**src/rtl/acs_pkg.sv**
```systemverilog
// shared types, constants and aes functions for the counter mode stream cipher
// no dependencies
package acs_pkg;

    localparam int BLOCK_BYTES = 16;
    localparam logic [3:0] ROUND_LAST = 4'd14;

    typedef logic [2:0] t_cfg_idx;
    localparam t_cfg_idx CFG_KEY0   = 3'd0;
    localparam t_cfg_idx CFG_KEY1   = 3'd1;
    localparam t_cfg_idx CFG_KEY2   = 3'd2;
    localparam t_cfg_idx CFG_KEY3   = 3'd3;
    localparam t_cfg_idx CFG_IV_HI  = 3'd4;
    localparam t_cfg_idx CFG_IV_LO  = 3'd5;
    localparam t_cfg_idx CFG_OFFSET = 3'd6;

    typedef struct packed {
        logic       valid;
        logic [7:0] data;
        logic       last;
    } t_head;

    typedef struct packed {
        logic flush;
        logic start;
        logic take;
    } t_gen_ctl;

    typedef struct packed {
        logic busy;
        logic ok;
    } t_gen_sts;

    localparam logic [7:0] SBOX [256] = '{
        8'h63,8'h7c,8'h77,8'h7b,8'hf2,8'h6b,8'h6f,8'hc5,8'h30,8'h01,8'h67,8'h2b,8'hfe,8'hd7,8'hab,8'h76,
        8'hca,8'h82,8'hc9,8'h7d,8'hfa,8'h59,8'h47,8'hf0,8'had,8'hd4,8'ha2,8'haf,8'h9c,8'ha4,8'h72,8'hc0,
        8'hb7,8'hfd,8'h93,8'h26,8'h36,8'h3f,8'hf7,8'hcc,8'h34,8'ha5,8'he5,8'hf1,8'h71,8'hd8,8'h31,8'h15,
        8'h04,8'hc7,8'h23,8'hc3,8'h18,8'h96,8'h05,8'h9a,8'h07,8'h12,8'h80,8'he2,8'heb,8'h27,8'hb2,8'h75,
        8'h09,8'h83,8'h2c,8'h1a,8'h1b,8'h6e,8'h5a,8'ha0,8'h52,8'h3b,8'hd6,8'hb3,8'h29,8'he3,8'h2f,8'h84,
        8'h53,8'hd1,8'h00,8'hed,8'h20,8'hfc,8'hb1,8'h5b,8'h6a,8'hcb,8'hbe,8'h39,8'h4a,8'h4c,8'h58,8'hcf,
        8'hd0,8'hef,8'haa,8'hfb,8'h43,8'h4d,8'h33,8'h85,8'h45,8'hf9,8'h02,8'h7f,8'h50,8'h3c,8'h9f,8'ha8,
        8'h51,8'ha3,8'h40,8'h8f,8'h92,8'h9d,8'h38,8'hf5,8'hbc,8'hb6,8'hda,8'h21,8'h10,8'hff,8'hf3,8'hd2,
        8'hcd,8'h0c,8'h13,8'hec,8'h5f,8'h97,8'h44,8'h17,8'hc4,8'ha7,8'h7e,8'h3d,8'h64,8'h5d,8'h19,8'h73,
        8'h60,8'h81,8'h4f,8'hdc,8'h22,8'h2a,8'h90,8'h88,8'h46,8'hee,8'hb8,8'h14,8'hde,8'h5e,8'h0b,8'hdb,
        8'he0,8'h32,8'h3a,8'h0a,8'h49,8'h06,8'h24,8'h5c,8'hc2,8'hd3,8'hac,8'h62,8'h91,8'h95,8'he4,8'h79,
        8'he7,8'hc8,8'h37,8'h6d,8'h8d,8'hd5,8'h4e,8'ha9,8'h6c,8'h56,8'hf4,8'hea,8'h65,8'h7a,8'hae,8'h08,
        8'hba,8'h78,8'h25,8'h2e,8'h1c,8'ha6,8'hb4,8'hc6,8'he8,8'hdd,8'h74,8'h1f,8'h4b,8'hbd,8'h8b,8'h8a,
        8'h70,8'h3e,8'hb5,8'h66,8'h48,8'h03,8'hf6,8'h0e,8'h61,8'h35,8'h57,8'hb9,8'h86,8'hc1,8'h1d,8'h9e,
        8'he1,8'hf8,8'h98,8'h11,8'h69,8'hd9,8'h8e,8'h94,8'h9b,8'h1e,8'h87,8'he9,8'hce,8'h55,8'h28,8'hdf,
        8'h8c,8'ha1,8'h89,8'h0d,8'hbf,8'he6,8'h42,8'h68,8'h41,8'h99,8'h2d,8'h0f,8'hb0,8'h54,8'hbb,8'h16
    };

    function automatic logic [7:0] sbox_byte(input logic [7:0] b);
        return SBOX[b];
    endfunction

    function automatic logic [31:0] sub_word(input logic [31:0] w);
        return {sbox_byte(w[31:24]), sbox_byte(w[23:16]), sbox_byte(w[15:8]),
                sbox_byte(w[7:0])};
    endfunction

    function automatic logic [7:0] xtime(input logic [7:0] b);
        return {b[6:0], 1'b0} ^ (b[7] ? 8'h1b : 8'h00);
    endfunction

    // sub bytes, shift rows and, unless final, mix columns; byte 0 at the top
    function automatic logic [127:0] aes_round(input logic [127:0] v, input logic fin);
        logic [7:0]   s [16];
        logic [7:0]   t [16];
        logic [7:0]   all;
        logic [127:0] res;
        for (int k = 0; k < 16; k++) begin
            s[k] = sbox_byte(v[127 - 8 * k -: 8]);
        end
        for (int c = 0; c < 4; c++) begin
            for (int i = 0; i < 4; i++) begin
                t[i + 4 * c] = s[i + 4 * ((c + i) % 4)];
            end
        end
        if (!fin) begin
            for (int c = 0; c < 4; c++) begin
                all = t[4*c] ^ t[4*c+1] ^ t[4*c+2] ^ t[4*c+3];
                s[4*c]   = t[4*c]   ^ all ^ xtime(t[4*c]   ^ t[4*c+1]);
                s[4*c+1] = t[4*c+1] ^ all ^ xtime(t[4*c+1] ^ t[4*c+2]);
                s[4*c+2] = t[4*c+2] ^ all ^ xtime(t[4*c+2] ^ t[4*c+3]);
                s[4*c+3] = t[4*c+3] ^ all ^ xtime(t[4*c+3] ^ t[4*c]);
            end
        end else begin
            for (int k = 0; k < 16; k++) begin
                s[k] = t[k];
            end
        end
        for (int k = 0; k < 16; k++) begin
            res[127 - 8 * k -: 8] = s[k];
        end
        return res;
    endfunction

    // slide the eight-word key window forward by four words
    function automatic logic [255:0] key_advance(input logic [255:0] k, input logic [3:0] r);
        logic [31:0] tmp;
        logic [31:0] n0, n1, n2, n3;
        logic [7:0]  rc;
        rc = 8'(8'h01 << r[3:1]);
        if (!r[0]) begin
            tmp = sub_word({k[23:0], k[31:24]}) ^ {rc, 24'h000000};
        end else begin
            tmp = sub_word(k[31:0]);
        end
        n0 = k[255:224] ^ tmp;
        n1 = k[223:192] ^ n0;
        n2 = k[191:160] ^ n1;
        n3 = k[159:128] ^ n2;
        return {k[127:0], n0, n1, n2, n3};
    endfunction

endpackage

```
**src/rtl/acs_if.sv**
```systemverilog
// stream channel interfaces for input and result words
// no dependencies
interface acs_in_if;
    logic       valid;
    logic       ready;
    logic [7:0] data_byte;
    logic       last_byte;
    modport source (output valid, output data_byte, output last_byte, input ready);
    modport sink (input valid, input data_byte, input last_byte, output ready);
endinterface


```
**src/rtl/acs_front.sv**
```systemverilog
// front end: accepts input words into a short queue
// depends on acs_pkg and acs_in_if
module acs_front
    import acs_pkg::*;
#(
    parameter int FIFO_DEPTH = 4
) (
    input  logic  i_clk,
    input  logic  i_rst_n,
    acs_in_if.sink i_in,
    output t_head o_head,
    input  logic  i_pop
);
    localparam int PTR_W = $clog2(FIFO_DEPTH);
    localparam int CNT_W = $clog2(FIFO_DEPTH + 1);

    logic [8:0]       r_mem [FIFO_DEPTH];
    logic [PTR_W-1:0] r_wr;
    logic [PTR_W-1:0] r_rd;
    logic [CNT_W-1:0] r_cnt;
    logic             push;
    logic             pop;

    assign i_in.ready = (r_cnt != CNT_W'(FIFO_DEPTH));
    assign push = i_in.valid && i_in.ready;
    assign pop = i_pop && (r_cnt != '0);

    assign o_head.valid = (r_cnt != '0);
    assign o_head.data = r_mem[r_rd][8:1];
    assign o_head.last = r_mem[r_rd][0];

    always_ff @(posedge i_clk) begin
        if (push) begin
            r_mem[r_wr] <= {i_in.data_byte, i_in.last_byte};
        end
    end

    always_ff @(posedge i_clk) begin
        if (!i_rst_n) begin
            r_wr <= '0;
            r_rd <= '0;
            r_cnt <= '0;
        end else begin
            if (push) begin
                r_wr <= (r_wr == PTR_W'(FIFO_DEPTH - 1)) ? '0 : r_wr + 1'b1;
            end
            if (pop) begin
                r_rd <= (r_rd == PTR_W'(FIFO_DEPTH - 1)) ? '0 : r_rd + 1'b1;
            end
            if (push && !pop) begin
                r_cnt <= r_cnt + 1'b1;
            end else if (pop && !push) begin
                r_cnt <= r_cnt - 1'b1;
            end
        end
    end
endmodule

```
**src/flat_wrapper.sv**
```systemverilog
// flat-port wrapper written by rule: the top's interface ports become plain ports
module acs_front_flat import acs_pkg::*;
#(
    parameter int FIFO_DEPTH = 4
)
  (i_clk, i_rst_n, o_head, i_pop, i_in_valid, i_in_data_byte, i_in_last_byte, i_in_ready);
  acs_in_if i_in_i ();
  input  logic i_clk;
  input  logic i_rst_n;
  output t_head o_head;
  input  logic i_pop;
  input wire logic [$bits(i_in_i.valid)-1:0] i_in_valid;
  input wire logic [$bits(i_in_i.data_byte)-1:0] i_in_data_byte;
  input wire logic [$bits(i_in_i.last_byte)-1:0] i_in_last_byte;
  output wire logic [$bits(i_in_i.ready)-1:0] i_in_ready;
  assign i_in_i.valid = i_in_valid;
  assign i_in_i.data_byte = i_in_data_byte;
  assign i_in_i.last_byte = i_in_last_byte;
  assign i_in_ready = i_in_i.ready;
  acs_front #(.FIFO_DEPTH(FIFO_DEPTH)) u_core (.i_clk(i_clk), .i_rst_n(i_rst_n), .i_in(i_in_i), .o_head(o_head), .i_pop(i_pop));
endmodule
```
**config.mk**
```make
export PLATFORM = sky130hd
export DESIGN_NAME = acs_front_flat
export DESIGN_NICKNAME = d
export VERILOG_FILES = /design/src/rtl/acs_pkg.sv /design/src/rtl/acs_if.sv /design/src/rtl/acs_front.sv /design/src/flat_wrapper.sv
export SDC_FILE = /design/constraint.sdc
export NUM_CORES = 1
export LEC_CHECK = 0
export BUFFER_PORTS_ARGS = -buffer_cell sky130_fd_sc_hd__buf_2
export CAP_MARGIN = 15
export CORE_UTILIZATION = 40
export CTS_CLUSTER_SIZE = 16
export DETAILED_ROUTE_END_ITERATION = 12
export SLEW_MARGIN = 5
export SYNTH_ARGS = -nofsm -noshare
export SYNTH_HDL_FRONTEND = slang
export SYNTH_SLANG_ARGS = --single-unit
```
**constraint.sdc**
```tcl
create_clock -name i_clk -period 2.9 [get_ports i_clk]
set_clock_uncertainty 0.05 [all_clocks]
set_input_delay 0.29 -clock i_clk [delete_from_list [all_inputs] [get_ports i_clk]]
set_output_delay 0.29 -clock i_clk [all_outputs]
set_load 0.005 [all_outputs]
```
==> results.txt <==
Min-Delay Path Class - in -> reg
Final Hold Fails - 0
Clock Pin Slew Worst Setup and Hold Paths - 80 ps
XOR/XNOR Fraction of Synth Area - 0.985%
Fmax - 385 MHz
Hold Path End - u_core.r_mem[0][0]$_DFFE_PP_
Post-synth cell types - 26
Asr flop ratio synth - 0%
Skew-Pair Late Insertion Delay - 290 ps
Fin crit period - 2600 ps
Initial antenna violation count - 0
CTS buffer count - 5
CTS tree - built
Core ar. - 0.00414 mm^2
Number of I/O port buffers - 23
Outcome - complete, no violations
Final Non-Filler Cells - 175
Total wire length - 2810 um
Top_reg_cell synth - edfxtp_1
Fin nets - 144
Synth top area share - 60.8%
Synth area leaders - edfxtp_1 61%, mux4_2 11%, dfxtp_1 10%
H-tree levels - 2
Hold path startpoint - i_in_last_byte
Worst VDD drop - 329 uV
PnR Total Power - 1.67 mW
Adder-Cell Fraction of Synth Area - 5.35%
R2R cell count - 7
Setup WS pre-CTS - 279 ps
Worst setup SP type - flip-flop
Sequential-to-total area share from yosys stat - 70.9%
Fin area - 0.00203 mm^2
Post-synth top area cell - edfxtp_1
Die ar. - 0.00472 mm^2
CP max stage cell - o31ai_1
Sink Count - 45
Detailed Place HPWL - 1910 um
Grt ovf - 0
Rel. slew slack - 58.8%
Share of cells above drive strength 1 - 36.8%
Hold Path Depth - 1
Setup repair after global routing missed its margin - false
Vias per cell - 5.23
Multiplexer area fraction after synthesis - 12.5%
Routed len/inst - 16.1 um
Worst EP required - 3060 ps
GR Util met3 - 5.43%
Layout area overhead - 13.9%
Largest net degree at the start of global routing - 15
Warnings from Yosys - 0
RR Startpoint - u_core.r_cnt[0]$_SDFFE_PN0P_
Global routing usage on met2 - 23.4%
Die width - 68.7 um
Final core utilization - 48.9%
Synth Area per Inst - 18.1 um^2
N_diodes - 0
DR iter-0 viols - 30
Hold WS - 156 ps
Most crowded layer after global routing - met2
Mapped cell area - 0.00178 mm^2
Met1 Resource Use GR - 16.0%
Bufs and invs on worst path - 1
CP Class - reg -> reg
Leakage Power - 0.722 nW
Post-CTS Hold Fix Bufs - 0
DR vias - 915
Postcts setup bufs - 0
Main combinational cell family by area after synthesis - multiplexers
Pwr dens - 826 mW/mm^2
Tcrit/Tclk final - 89.5%
Max_cap viols - 0
Crit path DAT - 2750 ps
First-pass GRT wire length - 4440 um
Remaining antenna violation count - 0
Area share of and/or/nand/nor cells after synthesis - 6.62%
Vias in the first global route - 905
Gate Count Post-Synth - 98
Reg-to-reg slack, setup - 300 ps
Net count after synthesis - 118
Std cell rows - 23
GP Congestion - 0.665
First-pass DRT Iterations - 4
Top cell family by delay on the critical path - compound AO/OA/AOI/OAI gates
Final setup fails - 0
Dpl cell area - 0.00194 mm^2
Most common cell in the netlist - edfxtp_1
Max Slew Vio Count - 0
Worst slew pin tran - 618 ps
Post-synth EDFFs - 36
Initial core utilization - 42.9%
Clock root buffer - clkbuf_8
DRC viols - 0
CP cell instances - o31ai_1 -> ha_1 -> inv_1 -> fa_1 -> xor2_1 -> or3_2 -> a21boi_0
Post-synth top cells - 36 x edfxtp_1, 9 x dfxtp_1, 9 x mux4_2
Post-CTS Resized - 0
FF+latch count, synth - 45
Io pins - 24
CP Capture Type - flip-flop
Synth Area in Compound Gates - 1.97%
# placed instances - 167
R2r endpoint - u_core.r_cnt[2]$_SDFFE_PN0P_
Crit Path Max Fanout - 5
Crit path largest cell delay - 560 ps
Tot GR Track Use - 14.4%
Height of the die - 68.7 um
Setup_tns - 0 ps
Final Worst Setup Slack - 305 ps
CTS Buffer Depth - 2
## sequential cells by signal, indices dropped and copies added (netlist names), named ones only
register,cells
u_core.r_rd,2
u_core.r_mem,36
u_core.r_cnt,3
u_core.r_wr,2
## worst register-to-register path, stage by stage (launching register included)
cell	delay, ps
dfxtp_1	370
o31ai_1	560
ha_1	300
inv_1	60
fa_1	380
xor2_1	160
or3_2	410
a21boi_0	220
## layout make-up
class	instances	area, um^2
Sequential cell	45	1260
Clock buffer	6	72.6
Clock inverter	2	15.0
Timing Repair Buffer	23	115
Inverter	3	11.3
Tap cell	50	62.6
Fill cell	372	2120
Multi-Input combinational cell	46	488
## report_power, final
group | internal, mW | switching [mW] | leakage [nW]
sequential | 0.793 | 0.0816 | 0.404
clock | 0.170 | 0.204 | 0.0374
combinational | 0.234 | 0.191 | 0.280
total | 1.20 | 0.476 | 0.722
## how the worst max path moves through the flow
| stage | start | to | cells after the start |
|---|---|---|---|
| 5_1_grt | u_core.r_cnt[0]$_SDFFE_PN0P_ | u_core.r_cnt[2]$_SDFFE_PN0P_ | 7 |
| 4_1_cts | u_core.r_cnt[0]$_SDFFE_PN0P_ | u_core.r_cnt[2]$_SDFFE_PN0P_ | 7 |
| 6_report | u_core.r_cnt[0]$_SDFFE_PN0P_ | u_core.r_cnt[2]$_SDFFE_PN0P_ | 7 |
| 3_3_place_gp | u_core.r_cnt[0]$_SDFFE_PN0P_ | u_core.r_cnt[2]$_SDFFE_PN0P_ | 7 |
| 2_1_floorplan | u_core.r_cnt[0]$_SDFFE_PN0P_ | u_core.r_cnt[2]$_SDFFE_PN0P_ | 7 |
| 3_5_place_dp | u_core.r_cnt[0]$_SDFFE_PN0P_ | u_core.r_cnt[2]$_SDFFE_PN0P_ | 7 |
## kinds of logic (layout without fill, tap and decap cells)
kind of cell               Yosys count  count (layout)
adders and majority gates            7               7
AOI/OAI and AO/OA                    6               6
xor gates and xnor gates             2               2
DFF                                 45              45
buffers and inverters                7              34
and+or+nand+nor                     20              20
muxes                               11              11
## placed cells by master (no fill, tap or decap)
cell | synthesis | final
a21boi_0 | 1 | 1
and2_1 | 1 | 1
and2_4 | 1 | 1
and3_2 | 4 | 4
buf_2 | 1 | 23
clkbuf_1 | 1 | 1
clkbuf_8 | 0 | 5
clkinvlp_4 | 0 | 2
dfxtp_1 | 9 | 9
edfxtp_1 | 36 | 36
fa_1 | 1 | 1
ha_1 | 6 | 6
inv_1 | 3 | 3
mux2i_1 | 2 | 2
mux4_2 | 9 | 9
nand2_1 | 5 | 5
nand3_1 | 2 | 2
nand4_1 | 1 | 1
nor2_1 | 2 | 2
nor2b_1 | 1 | 1
o21ai_0 | 4 | 4
o31ai_1 | 1 | 1
or3_2 | 2 | 2
or3b_1 | 1 | 1
xnor2_1 | 1 | 1
xor2_1 | 1 | 1
## per-layer routing
layer / part of all wire [%] / wire length, um / up-vias
met5: 0 / 0 / -
met4: 2.1 / 58 / 0
met3: 4.2 / 119 / 7
met2: 50 / 1420 / 24
met1: 43 / 1220 / 456
li1: - / - / 428
(Power assumes the default switching activity.)
