`src/rtl/acs_pkg.sv`:
```
// shared types, constants and aes functions for the counter mode stream cipher
// no dependencies
package acs_pkg;

    localparam int BLOCK_BYTES = 16;
    localparam logic [3:0] ROUND_LAST = 4'd14;

    typedef logic [2:0] t_cfg_idx;
    localparam t_cfg_idx CFG_KEY0   = 3'd0;
    localparam t_cfg_idx CFG_KEY1   = 3'd1;
    localparam t_cfg_idx CFG_KEY2   = 3'd2;
    localparam t_cfg_idx CFG_KEY3   = 3'd3;
    localparam t_cfg_idx CFG_IV_HI  = 3'd4;
    localparam t_cfg_idx CFG_IV_LO  = 3'd5;
    localparam t_cfg_idx CFG_OFFSET = 3'd6;

    typedef struct packed {
        logic       valid;
        logic [7:0] data;
        logic       last;
    } t_head;

    typedef struct packed {
        logic flush;
        logic start;
        logic take;
    } t_gen_ctl;

    typedef struct packed {
        logic busy;
        logic ok;
    } t_gen_sts;

    localparam logic [7:0] SBOX [256] = '{
        8'h63,8'h7c,8'h77,8'h7b,8'hf2,8'h6b,8'h6f,8'hc5,8'h30,8'h01,8'h67,8'h2b,8'hfe,8'hd7,8'hab,8'h76,
        8'hca,8'h82,8'hc9,8'h7d,8'hfa,8'h59,8'h47,8'hf0,8'had,8'hd4,8'ha2,8'haf,8'h9c,8'ha4,8'h72,8'hc0,
        8'hb7,8'hfd,8'h93,8'h26,8'h36,8'h3f,8'hf7,8'hcc,8'h34,8'ha5,8'he5,8'hf1,8'h71,8'hd8,8'h31,8'h15,
        8'h04,8'hc7,8'h23,8'hc3,8'h18,8'h96,8'h05,8'h9a,8'h07,8'h12,8'h80,8'he2,8'heb,8'h27,8'hb2,8'h75,
        8'h09,8'h83,8'h2c,8'h1a,8'h1b,8'h6e,8'h5a,8'ha0,8'h52,8'h3b,8'hd6,8'hb3,8'h29,8'he3,8'h2f,8'h84,
        8'h53,8'hd1,8'h00,8'hed,8'h20,8'hfc,8'hb1,8'h5b,8'h6a,8'hcb,8'hbe,8'h39,8'h4a,8'h4c,8'h58,8'hcf,
        8'hd0,8'hef,8'haa,8'hfb,8'h43,8'h4d,8'h33,8'h85,8'h45,8'hf9,8'h02,8'h7f,8'h50,8'h3c,8'h9f,8'ha8,
        8'h51,8'ha3,8'h40,8'h8f,8'h92,8'h9d,8'h38,8'hf5,8'hbc,8'hb6,8'hda,8'h21,8'h10,8'hff,8'hf3,8'hd2,
        8'hcd,8'h0c,8'h13,8'hec,8'h5f,8'h97,8'h44,8'h17,8'hc4,8'ha7,8'h7e,8'h3d,8'h64,8'h5d,8'h19,8'h73,
        8'h60,8'h81,8'h4f,8'hdc,8'h22,8'h2a,8'h90,8'h88,8'h46,8'hee,8'hb8,8'h14,8'hde,8'h5e,8'h0b,8'hdb,
        8'he0,8'h32,8'h3a,8'h0a,8'h49,8'h06,8'h24,8'h5c,8'hc2,8'hd3,8'hac,8'h62,8'h91,8'h95,8'he4,8'h79,
        8'he7,8'hc8,8'h37,8'h6d,8'h8d,8'hd5,8'h4e,8'ha9,8'h6c,8'h56,8'hf4,8'hea,8'h65,8'h7a,8'hae,8'h08,
        8'hba,8'h78,8'h25,8'h2e,8'h1c,8'ha6,8'hb4,8'hc6,8'he8,8'hdd,8'h74,8'h1f,8'h4b,8'hbd,8'h8b,8'h8a,
        8'h70,8'h3e,8'hb5,8'h66,8'h48,8'h03,8'hf6,8'h0e,8'h61,8'h35,8'h57,8'hb9,8'h86,8'hc1,8'h1d,8'h9e,
        8'he1,8'hf8,8'h98,8'h11,8'h69,8'hd9,8'h8e,8'h94,8'h9b,8'h1e,8'h87,8'he9,8'hce,8'h55,8'h28,8'hdf,
        8'h8c,8'ha1,8'h89,8'h0d,8'hbf,8'he6,8'h42,8'h68,8'h41,8'h99,8'h2d,8'h0f,8'hb0,8'h54,8'hbb,8'h16
    };

    function automatic logic [7:0] sbox_byte(input logic [7:0] b);
        return SBOX[b];
    endfunction

    function automatic logic [31:0] sub_word(input logic [31:0] w);
        return {sbox_byte(w[31:24]), sbox_byte(w[23:16]), sbox_byte(w[15:8]),
                sbox_byte(w[7:0])};
    endfunction

    function automatic logic [7:0] xtime(input logic [7:0] b);
        return {b[6:0], 1'b0} ^ (b[7] ? 8'h1b : 8'h00);
    endfunction

    // sub bytes, shift rows and, unless final, mix columns; byte 0 at the top
    function automatic logic [127:0] aes_round(input logic [127:0] v, input logic fin);
        logic [7:0]   s [16];
        logic [7:0]   t [16];
        logic [7:0]   all;
        logic [127:0] res;
        for (int k = 0; k < 16; k++) begin
            s[k] = sbox_byte(v[127 - 8 * k -: 8]);
        end
        for (int c = 0; c < 4; c++) begin
            for (int i = 0; i < 4; i++) begin
                t[i + 4 * c] = s[i + 4 * ((c + i) % 4)];
            end
        end
        if (!fin) begin
            for (int c = 0; c < 4; c++) begin
                all = t[4*c] ^ t[4*c+1] ^ t[4*c+2] ^ t[4*c+3];
                s[4*c]   = t[4*c]   ^ all ^ xtime(t[4*c]   ^ t[4*c+1]);
                s[4*c+1] = t[4*c+1] ^ all ^ xtime(t[4*c+1] ^ t[4*c+2]);
                s[4*c+2] = t[4*c+2] ^ all ^ xtime(t[4*c+2] ^ t[4*c+3]);
                s[4*c+3] = t[4*c+3] ^ all ^ xtime(t[4*c+3] ^ t[4*c]);
            end
        end else begin
            for (int k = 0; k < 16; k++) begin
                s[k] = t[k];
            end
        end
        for (int k = 0; k < 16; k++) begin
            res[127 - 8 * k -: 8] = s[k];
        end
        return res;
    endfunction

    // slide the eight-word key window forward by four words
    function automatic logic [255:0] key_advance(input logic [255:0] k, input logic [3:0] r);
        logic [31:0] tmp;
        logic [31:0] n0, n1, n2, n3;
        logic [7:0]  rc;
        rc = 8'(8'h01 << r[3:1]);
        if (!r[0]) begin
            tmp = sub_word({k[23:0], k[31:24]}) ^ {rc, 24'h000000};
        end else begin
            tmp = sub_word(k[31:0]);
        end
        n0 = k[255:224] ^ tmp;
        n1 = k[223:192] ^ n0;
        n2 = k[191:160] ^ n1;
        n3 = k[159:128] ^ n2;
        return {k[127:0], n0, n1, n2, n3};
    endfunction

endpackage

```
`src/rtl/acs_if.sv`:
```


interface acs_out_if;
    logic       valid;
    logic       ready;
    logic [7:0] out_byte;
    logic       out_last;
    modport source (output valid, output out_byte, output out_last, input ready);
    modport sink (input valid, input out_byte, input out_last, output ready);
endinterface

```
`src/rtl/acs_back.sv`:
```
// back end: counter control, keystream block hold and result register
// depends on acs_pkg and acs_out_if
module acs_back
    import acs_pkg::*;
(
    input  logic          i_clk,
    input  logic          i_rst_n,
    input  t_head         i_head,
    output logic          o_pop,
    input  logic [63:0]   i_iv_high,
    input  logic [63:0]   i_iv_low,
    input  logic [47:0]   i_offset,
    output t_gen_ctl      o_gen_ctl,
    output logic [127:0]  o_gen_ctr,
    input  t_gen_sts      i_gen_sts,
    input  logic [127:0]  i_gen_block,
    acs_out_if.source     o_out
);
    logic         r_active;
    logic         r_ks_ok;
    logic [127:0] r_ks;
    logic [3:0]   r_pos;
    logic [127:0] r_ctr;
    logic         r_out_valid;
    logic [7:0]   r_out_byte;
    logic         r_out_last;

    logic       out_free;
    logic       consume;
    logic       start_msg;
    logic       wrap;
    logic       load;
    logic       gen_start;
    logic [7:0] ks_sel;

    assign out_free = !r_out_valid || o_out.ready;
    assign consume = r_active && r_ks_ok && i_head.valid && out_free;
    assign start_msg = !r_active && i_head.valid;
    assign wrap = consume && (r_pos == 4'(BLOCK_BYTES - 1)) && !i_head.last;
    assign load = r_active && i_gen_sts.ok && (!r_ks_ok || wrap);
    assign gen_start = r_active && !i_gen_sts.busy && !i_gen_sts.ok;
    assign ks_sel = r_ks[{~r_pos, 3'b000} +: 8];

    assign o_pop = consume;
    assign o_gen_ctl.flush = start_msg;
    assign o_gen_ctl.start = gen_start;
    assign o_gen_ctl.take = load;
    assign o_gen_ctr = r_ctr;

    assign o_out.valid = r_out_valid;
    assign o_out.out_byte = r_out_byte;
    assign o_out.out_last = r_out_last;

    always_ff @(posedge i_clk) begin
        if (start_msg) begin
            r_ctr <= {i_iv_high, i_iv_low} + {84'd0, i_offset[47:4]};
        end else if (gen_start) begin
            r_ctr <= r_ctr + 128'd1;
        end
        if (load) begin
            r_ks <= i_gen_block;
        end
        if (consume) begin
            r_out_byte <= i_head.data ^ ks_sel;
            r_out_last <= i_head.last;
        end
    end

    always_ff @(posedge i_clk) begin
        if (!i_rst_n) begin
            r_active <= 1'b0;
            r_ks_ok <= 1'b0;
            r_pos <= '0;
            r_out_valid <= 1'b0;
        end else begin
            if (start_msg) begin
                r_active <= 1'b1;
                r_ks_ok <= 1'b0;
                r_pos <= i_offset[3:0];
            end else begin
                if (consume) begin
                    r_pos <= r_pos + 1'b1;
                    if (i_head.last) begin
                        r_active <= 1'b0;
                    end
                end
                if (load) begin
                    r_ks_ok <= 1'b1;
                end else if (wrap) begin
                    r_ks_ok <= 1'b0;
                end
            end
            if (consume) begin
                r_out_valid <= 1'b1;
            end else if (o_out.ready) begin
                r_out_valid <= 1'b0;
            end
        end
    end
endmodule

```
`src/flat_wrapper.sv`:
```
// flat-port wrapper written by rule: the top's interface ports become plain ports
module acs_back_flat import acs_pkg::*;
  (i_clk, i_rst_n, i_head, o_pop, i_iv_high, i_iv_low, i_offset, o_gen_ctl, o_gen_ctr, i_gen_sts, i_gen_block, o_out_valid, o_out_out_byte, o_out_out_last, o_out_ready);
  acs_out_if o_out_i ();
  input  logic i_clk;
  input  logic i_rst_n;
  input  t_head i_head;
  output logic o_pop;
  input  logic [63:0] i_iv_high;
  input  logic [63:0] i_iv_low;
  input  logic [47:0] i_offset;
  output t_gen_ctl o_gen_ctl;
  output logic [127:0] o_gen_ctr;
  input  t_gen_sts i_gen_sts;
  input  logic [127:0] i_gen_block;
  output wire logic [$bits(o_out_i.valid)-1:0] o_out_valid;
  output wire logic [$bits(o_out_i.out_byte)-1:0] o_out_out_byte;
  output wire logic [$bits(o_out_i.out_last)-1:0] o_out_out_last;
  input wire logic [$bits(o_out_i.ready)-1:0] o_out_ready;
  assign o_out_valid = o_out_i.valid;
  assign o_out_out_byte = o_out_i.out_byte;
  assign o_out_out_last = o_out_i.out_last;
  assign o_out_i.ready = o_out_ready;
  acs_back u_core (.i_clk(i_clk), .i_rst_n(i_rst_n), .i_head(i_head), .o_pop(o_pop), .i_iv_high(i_iv_high), .i_iv_low(i_iv_low), .i_offset(i_offset), .o_gen_ctl(o_gen_ctl), .o_gen_ctr(o_gen_ctr), .i_gen_sts(i_gen_sts), .i_gen_block(i_gen_block), .o_out(o_out_i));
endmodule
```
`config.mk`:
```
export PLATFORM = sky130hd
export DESIGN_NAME = acs_back_flat
export DESIGN_NICKNAME = d
export VERILOG_FILES = /design/src/rtl/acs_pkg.sv /design/src/rtl/acs_if.sv /design/src/rtl/acs_back.sv /design/src/flat_wrapper.sv
export SDC_FILE = /design/constraint.sdc
export NUM_CORES = 1
export LEC_CHECK = 0
export BUFFER_PORTS_ARGS = -buffer_cell sky130_fd_sc_hd__buf_4
export CORE_ASPECT_RATIO = 1.25
export CORE_MARGIN = 10
export CORE_UTILIZATION = 55
export DETAILED_ROUTE_END_ITERATION = 8
export PLACE_DENSITY_LB_ADDON = 0.2
export SLEW_MARGIN = 5
export SYNTH_ARGS = -nofsm -noshare
export SYNTH_HDL_FRONTEND = slang
export SYNTH_SLANG_ARGS = --single-unit
```
`constraint.sdc`:
```
create_clock -name i_clk -period 6.3 [get_ports i_clk]
set_clock_uncertainty 0.2 [all_clocks]
set_input_delay 0.315 -clock i_clk [delete_from_list [all_inputs] [get_ports i_clk]]
set_output_delay 0.315 -clock i_clk [all_outputs]
set_load 0.01 [all_outputs]
```
==> impl_metrics.xml <==
<?xml version="1.0" encoding="UTF-8"?>
<metrics>
  <group name="logic_synthesis">
    <metric name="synth.yosys.warnings" unit="">0</metric>
    <metric name="synth.ff_latch_count" unit="">272</metric>
    <metric name="number_of_distinct_library_cells_after_synthesis" unit="">85</metric>
    <metric name="post_synth_inst_count" unit="">1770</metric>
    <metric name="synth.largest_area_cell" unit="">sky130_fd_sc_hd__edfxtp_1</metric>
    <metric name="ys_seq_area_share" unit="%">44.5</metric>
    <metric name="synth_area" unit="um2">18200</metric>
    <metric name="synth_enable_flop_cells" unit="">265</metric>
    <metric name="async_reset_ff_share" unit="%">0</metric>
    <metric name="synthesis.nets" unit="">2136</metric>
    <metric name="syn_area_per_cell" unit="um2">10.3</metric>
    <metric name="yosys-top-cells-area" unit="">sky130_fd_sc_hd__edfxtp_1 44%, sky130_fd_sc_hd__xnor2_1 5.6%, sky130_fd_sc_hd__xor2_1 5.5%</metric>
    <metric name="synth.top_cell.area_share" unit="%">43.8</metric>
    <metric name="post_synth_top_flop" unit="">sky130_fd_sc_hd__edfxtp_1</metric>
  </group>
  <group name="setup_path">
    <metric name="cp_top_family" unit="">simple AND/OR/NAND/NOR gates</metric>
    <metric name="cp-start-kind" unit="">register</metric>
    <metric name="cp.buffers_inverters" unit="">1</metric>
    <metric name="worst_path_max_delay_cell" unit="">sky130_fd_sc_hd__and3_4</metric>
    <metric name="timing.critical_path.arrival" unit="ns">4.00</metric>
    <metric name="slowest_delay" unit="ns">0.94</metric>
    <metric name="worstSetupPathType" unit="">register to output pin</metric>
    <metric name="reg2regPathDepth" unit="">6</metric>
    <metric name="cp_cell_sequence" unit="">nand3_1 &gt; nor2b_2 &gt; nand2_1 &gt; o31ai_1 &gt; and3_4 &gt; buf_4</metric>
    <metric name="cell_depth_of_the_worst_setup_path" unit="">6</metric>
    <metric name="crit_path_end_kind" unit="">output pin</metric>
    <metric name="critPathMaxFanout" unit="">76</metric>
    <metric name="cp_data_required_time" unit="ns">5.78</metric>
  </group>
  <group name="pwr">
    <metric name="power.leakage" unit="nW">9.66</metric>
    <metric name="p_per_area" unit="nW/um2">216</metric>
    <metric name="vdd_drop_max" unit="mV">0.261</metric>
  </group>
  <group name="drt">
    <metric name="wirelength" unit="um">74800</metric>
    <metric name="dr_total_vias" unit="">18200</metric>
    <metric name="drt_pre_antenna_iters" unit="">6</metric>
    <metric name="post-route-drc-count" unit="">0</metric>
    <metric name="drt_iter0_drc" unit="">1982</metric>
    <metric name="post_route_ant_nets" unit="">0</metric>
    <metric name="wl_per_cell" unit="um">26.1</metric>
    <metric name="routed_via_density" unit="">6.36</metric>
  </group>
  <group name="status">
    <metric name="outcome" unit="">completed</metric>
  </group>
  <group name="sta">
    <metric name="max-slew-margin-rel" unit="%">19.0</metric>
    <metric name="rsz0062_at_grt" unit="">false</metric>
    <metric name="hold_viol_final" unit="">0</metric>
    <metric name="fmax" unit="GHz">0.222</metric>
    <metric name="finalSetupTns" unit="ns">0</metric>
    <metric name="period_needed" unit="ns">4.51</metric>
    <metric name="final-setup-viol-count" unit="">0</metric>
    <metric name="worst_slew_pin_slew" unit="ns">1.18</metric>
    <metric name="post-route-period-util" unit="%">71.6</metric>
    <metric name="postLayoutSetupSlackWorst" unit="ns">1.79</metric>
    <metric name="slew_violations" unit="">0</metric>
  </group>
  <group name="cts">
    <metric name="clock_tree_from_tritoncts" unit="">done</metric>
    <metric name="cts.reportedPaths.clkPinSlew" unit="ns">0.07</metric>
    <metric name="htree_levels" unit="">1</metric>
    <metric name="clk_latency" unit="ns">0.60</metric>
    <metric name="post_cts_buffers" unit="">0</metric>
    <metric name="cts_num_sinks" unit="">272</metric>
    <metric name="ctsRootBufferMaster" unit="">sky130_fd_sc_hd__clkbuf_16</metric>
    <metric name="clock_tree.buffer_depth" unit="">3</metric>
    <metric name="cts_inserted_buffers" unit="">28</metric>
  </group>
  <group name="worst_hold_path">
    <metric name="timing.hold.worst_path_depth" unit="">3</metric>
    <metric name="min_path_type" unit="">input pin to register</metric>
  </group>
  <group name="cells_and_area">
    <metric name="drive_gt1_share" unit="%">25.2</metric>
    <metric name="areaGrowthSynthToFinish" unit="%">38.8</metric>
    <metric name="nets" unit="">2787</metric>
  </group>
  <group name="grt">
    <metric name="first_global_vias" unit="">18600</metric>
    <metric name="global_route_wire_length_before_repair" unit="um">112000</metric>
    <metric name="grt_use_total" unit="%">35.1</metric>
    <metric name="grt_max_degree" unit="">88</metric>
    <metric name="grt_antenna_before_repair" unit="">4</metric>
    <metric name="grt_remaining_overflow" unit="">0</metric>
  </group>
  <group name="job">
    <metric name="drv.max_cap_violation_count" unit="">0</metric>
  </group>
  <group name="floorplanning">
    <metric name="die-area" unit="um2">40800</metric>
    <metric name="floorplan.initialDensity" unit="%">55.6</metric>
    <metric name="pin_count" unit="">461</metric>
    <metric name="floorplan.rows" unit="">74</metric>
    <metric name="die_x" unit="um">183</metric>
    <metric name="die_h" unit="um">223</metric>
    <metric name="fp.coreArea" unit="um2">32700</metric>
  </group>
  <group name="placement">
    <metric name="placement.setup.worst_slack" unit="ns">1.95</metric>
    <metric name="routabilityCongestion" unit="">0.983</metric>
    <metric name="portBuffers" unit="">460</metric>
    <metric name="detailed_place_hpwl" unit="um">50800</metric>
  </group>
</metrics>
cell usage in the layout, fill, tap and decap left out, drive strengths merged, types with 8 or more instances in the layout:
cell / n
mux2i: 24
clkbuf: 29
nand3: 86
edfxtp: 265
xor2: 114
ha: 46
nor2: 137
o21ai: 106
or3: 21
nand2b: 8
nor3: 33
inv: 25
a21o: 23
nand2: 196
mux4: 40
o2111ai: 21
o31ai: 10
clkinv: 12
nand4: 68
xnor2: 117
and4: 20
or2: 8
o21a: 11
a31oi: 20
and3: 58
o211ai: 19
a21oi: 82
dlygate4sd3: 227
nor4: 22
and2: 19
buf: 474
a211oi: 21
registers in the layout (all words and copies together) (netlist names):
name	flops
u_core.o_gen_ctr	128
u_core.r_ks	128
u_core.o_out.out_byte	8
u_core.r_pos	4
u_core.o_out.out_last	1
u_core.o_out.valid	1
u_core.r_active	1
u_core.r_ks_ok	1
synthesized netlist by cell type, types with 18 or more instances:
library cell,instances
sky130_fd_sc_hd__clkbuf_1,57
sky130_fd_sc_hd__nor2_1,136
sky130_fd_sc_hd__and3_1,51
sky130_fd_sc_hd__edfxtp_1,265
sky130_fd_sc_hd__o2111ai_1,19
sky130_fd_sc_hd__mux2i_1,24
sky130_fd_sc_hd__a31oi_1,20
sky130_fd_sc_hd__ha_1,46
sky130_fd_sc_hd__nand3_1,85
sky130_fd_sc_hd__nand2_1,196
sky130_fd_sc_hd__o21ai_0,103
sky130_fd_sc_hd__inv_1,24
sky130_fd_sc_hd__or3_1,18
sky130_fd_sc_hd__mux4_2,40
sky130_fd_sc_hd__a21oi_1,82
sky130_fd_sc_hd__o211ai_1,18
sky130_fd_sc_hd__a21o_1,23
sky130_fd_sc_hd__a211oi_1,19
sky130_fd_sc_hd__nand4_1,66
sky130_fd_sc_hd__xor2_1,114
sky130_fd_sc_hd__xnor2_1,117
sky130_fd_sc_hd__nor3_1,30
per-stage QoR:
step	power, mW	hold slack, ns	util (%)	instance area (um2)	cells
after floorplan	2.90	0.204	-	18200	1770
after global placement	3.39	0.293	67.1	21900	2582
after detailed placement	3.42	0.294	67.1	21900	2582
after CTS	5.37	0.00171	77.2	25200	2861
after global routing	5.62	0.0250	77.2	25200	2864
final	5.46	0.0271	77.2	25200	2865
cell families (layout without fill, tap and decap cells):
family                     count (synthesis)  count (layout)  synth area share [%]
adders and majority gates                 47              47                  3.27
buffers and inverters                    105             778                  2.46
DFF                                      272             272                  44.5
and+or+nand+nor                          695             695                  19.8
AOI/OAI and AO/OA                        354             354                  12.4
other                                      0               4                     0
xor gates and xnor gates                 231             231                  11.1
muxes                                     66              66                  6.40
tightest hold or removal path, cell delays in order:
cell                       delay [ns]
sky130_fd_sc_hd__buf_4           0.10
sky130_fd_sc_hd__a211oi_1        0.05
sky130_fd_sc_hd__a211oi_1        0.20
area by class of cell:
type                    instances  area (um2)
clock buffers                  29         704
flip-flops and latches        272        8100
fillers                      2041        7440
inverters                      25        96.3
repair buffers                701        5830
clock inverters                23         315
multi-input cells            1393        9670
well taps                     418         523
diodes                          4        10.0
layer usage:
metal / part of all wire (%) / global-route usage (%) / routed length [um]
met3: 11 / 8.49 / 8360
met4: 6.1 / 18.9 / 4540
met1: 33 / 39.3 / 24700
met2: 50 / 60.2 / 37100
met5: 0.017 / 0 / 13
where the power goes:
part           total (mW)  switching (mW)  internal, mW
Clock                1.90           0.826          1.07
Sequential           2.30           0.143          2.16
Combinational        1.27           0.653         0.613
Total                5.46            1.62          3.84
worst paths after layout:
| path | start | end | slack, ns |
|---|---|---|---|
| max | u_core.r_active$_SDFFE_PN0P_ | o_gen_ctl[0] | 1.79 |
| min | i_iv_high[1] | u_core.o_gen_ctr[65]$_DFFE_PP_ | 0.03 |
| max reg2reg | u_core.r_active$_SDFFE_PN0P_ | u_core.r_ks[94]$_DFFE_PP_ | 2.11 |
| min reg2reg | u_core.o_gen_ctr[70]$_DFFE_PP_ | u_core.o_gen_ctr[70]$_DFFE_PP_ | 0.51 |
repair_timing:
item	in CTS	in global routing
resized for setup	0	0
endpoints found under the hold margin	222	0
hold buffers	227	0
Note: power is estimated with default switching activity, not from simulation.
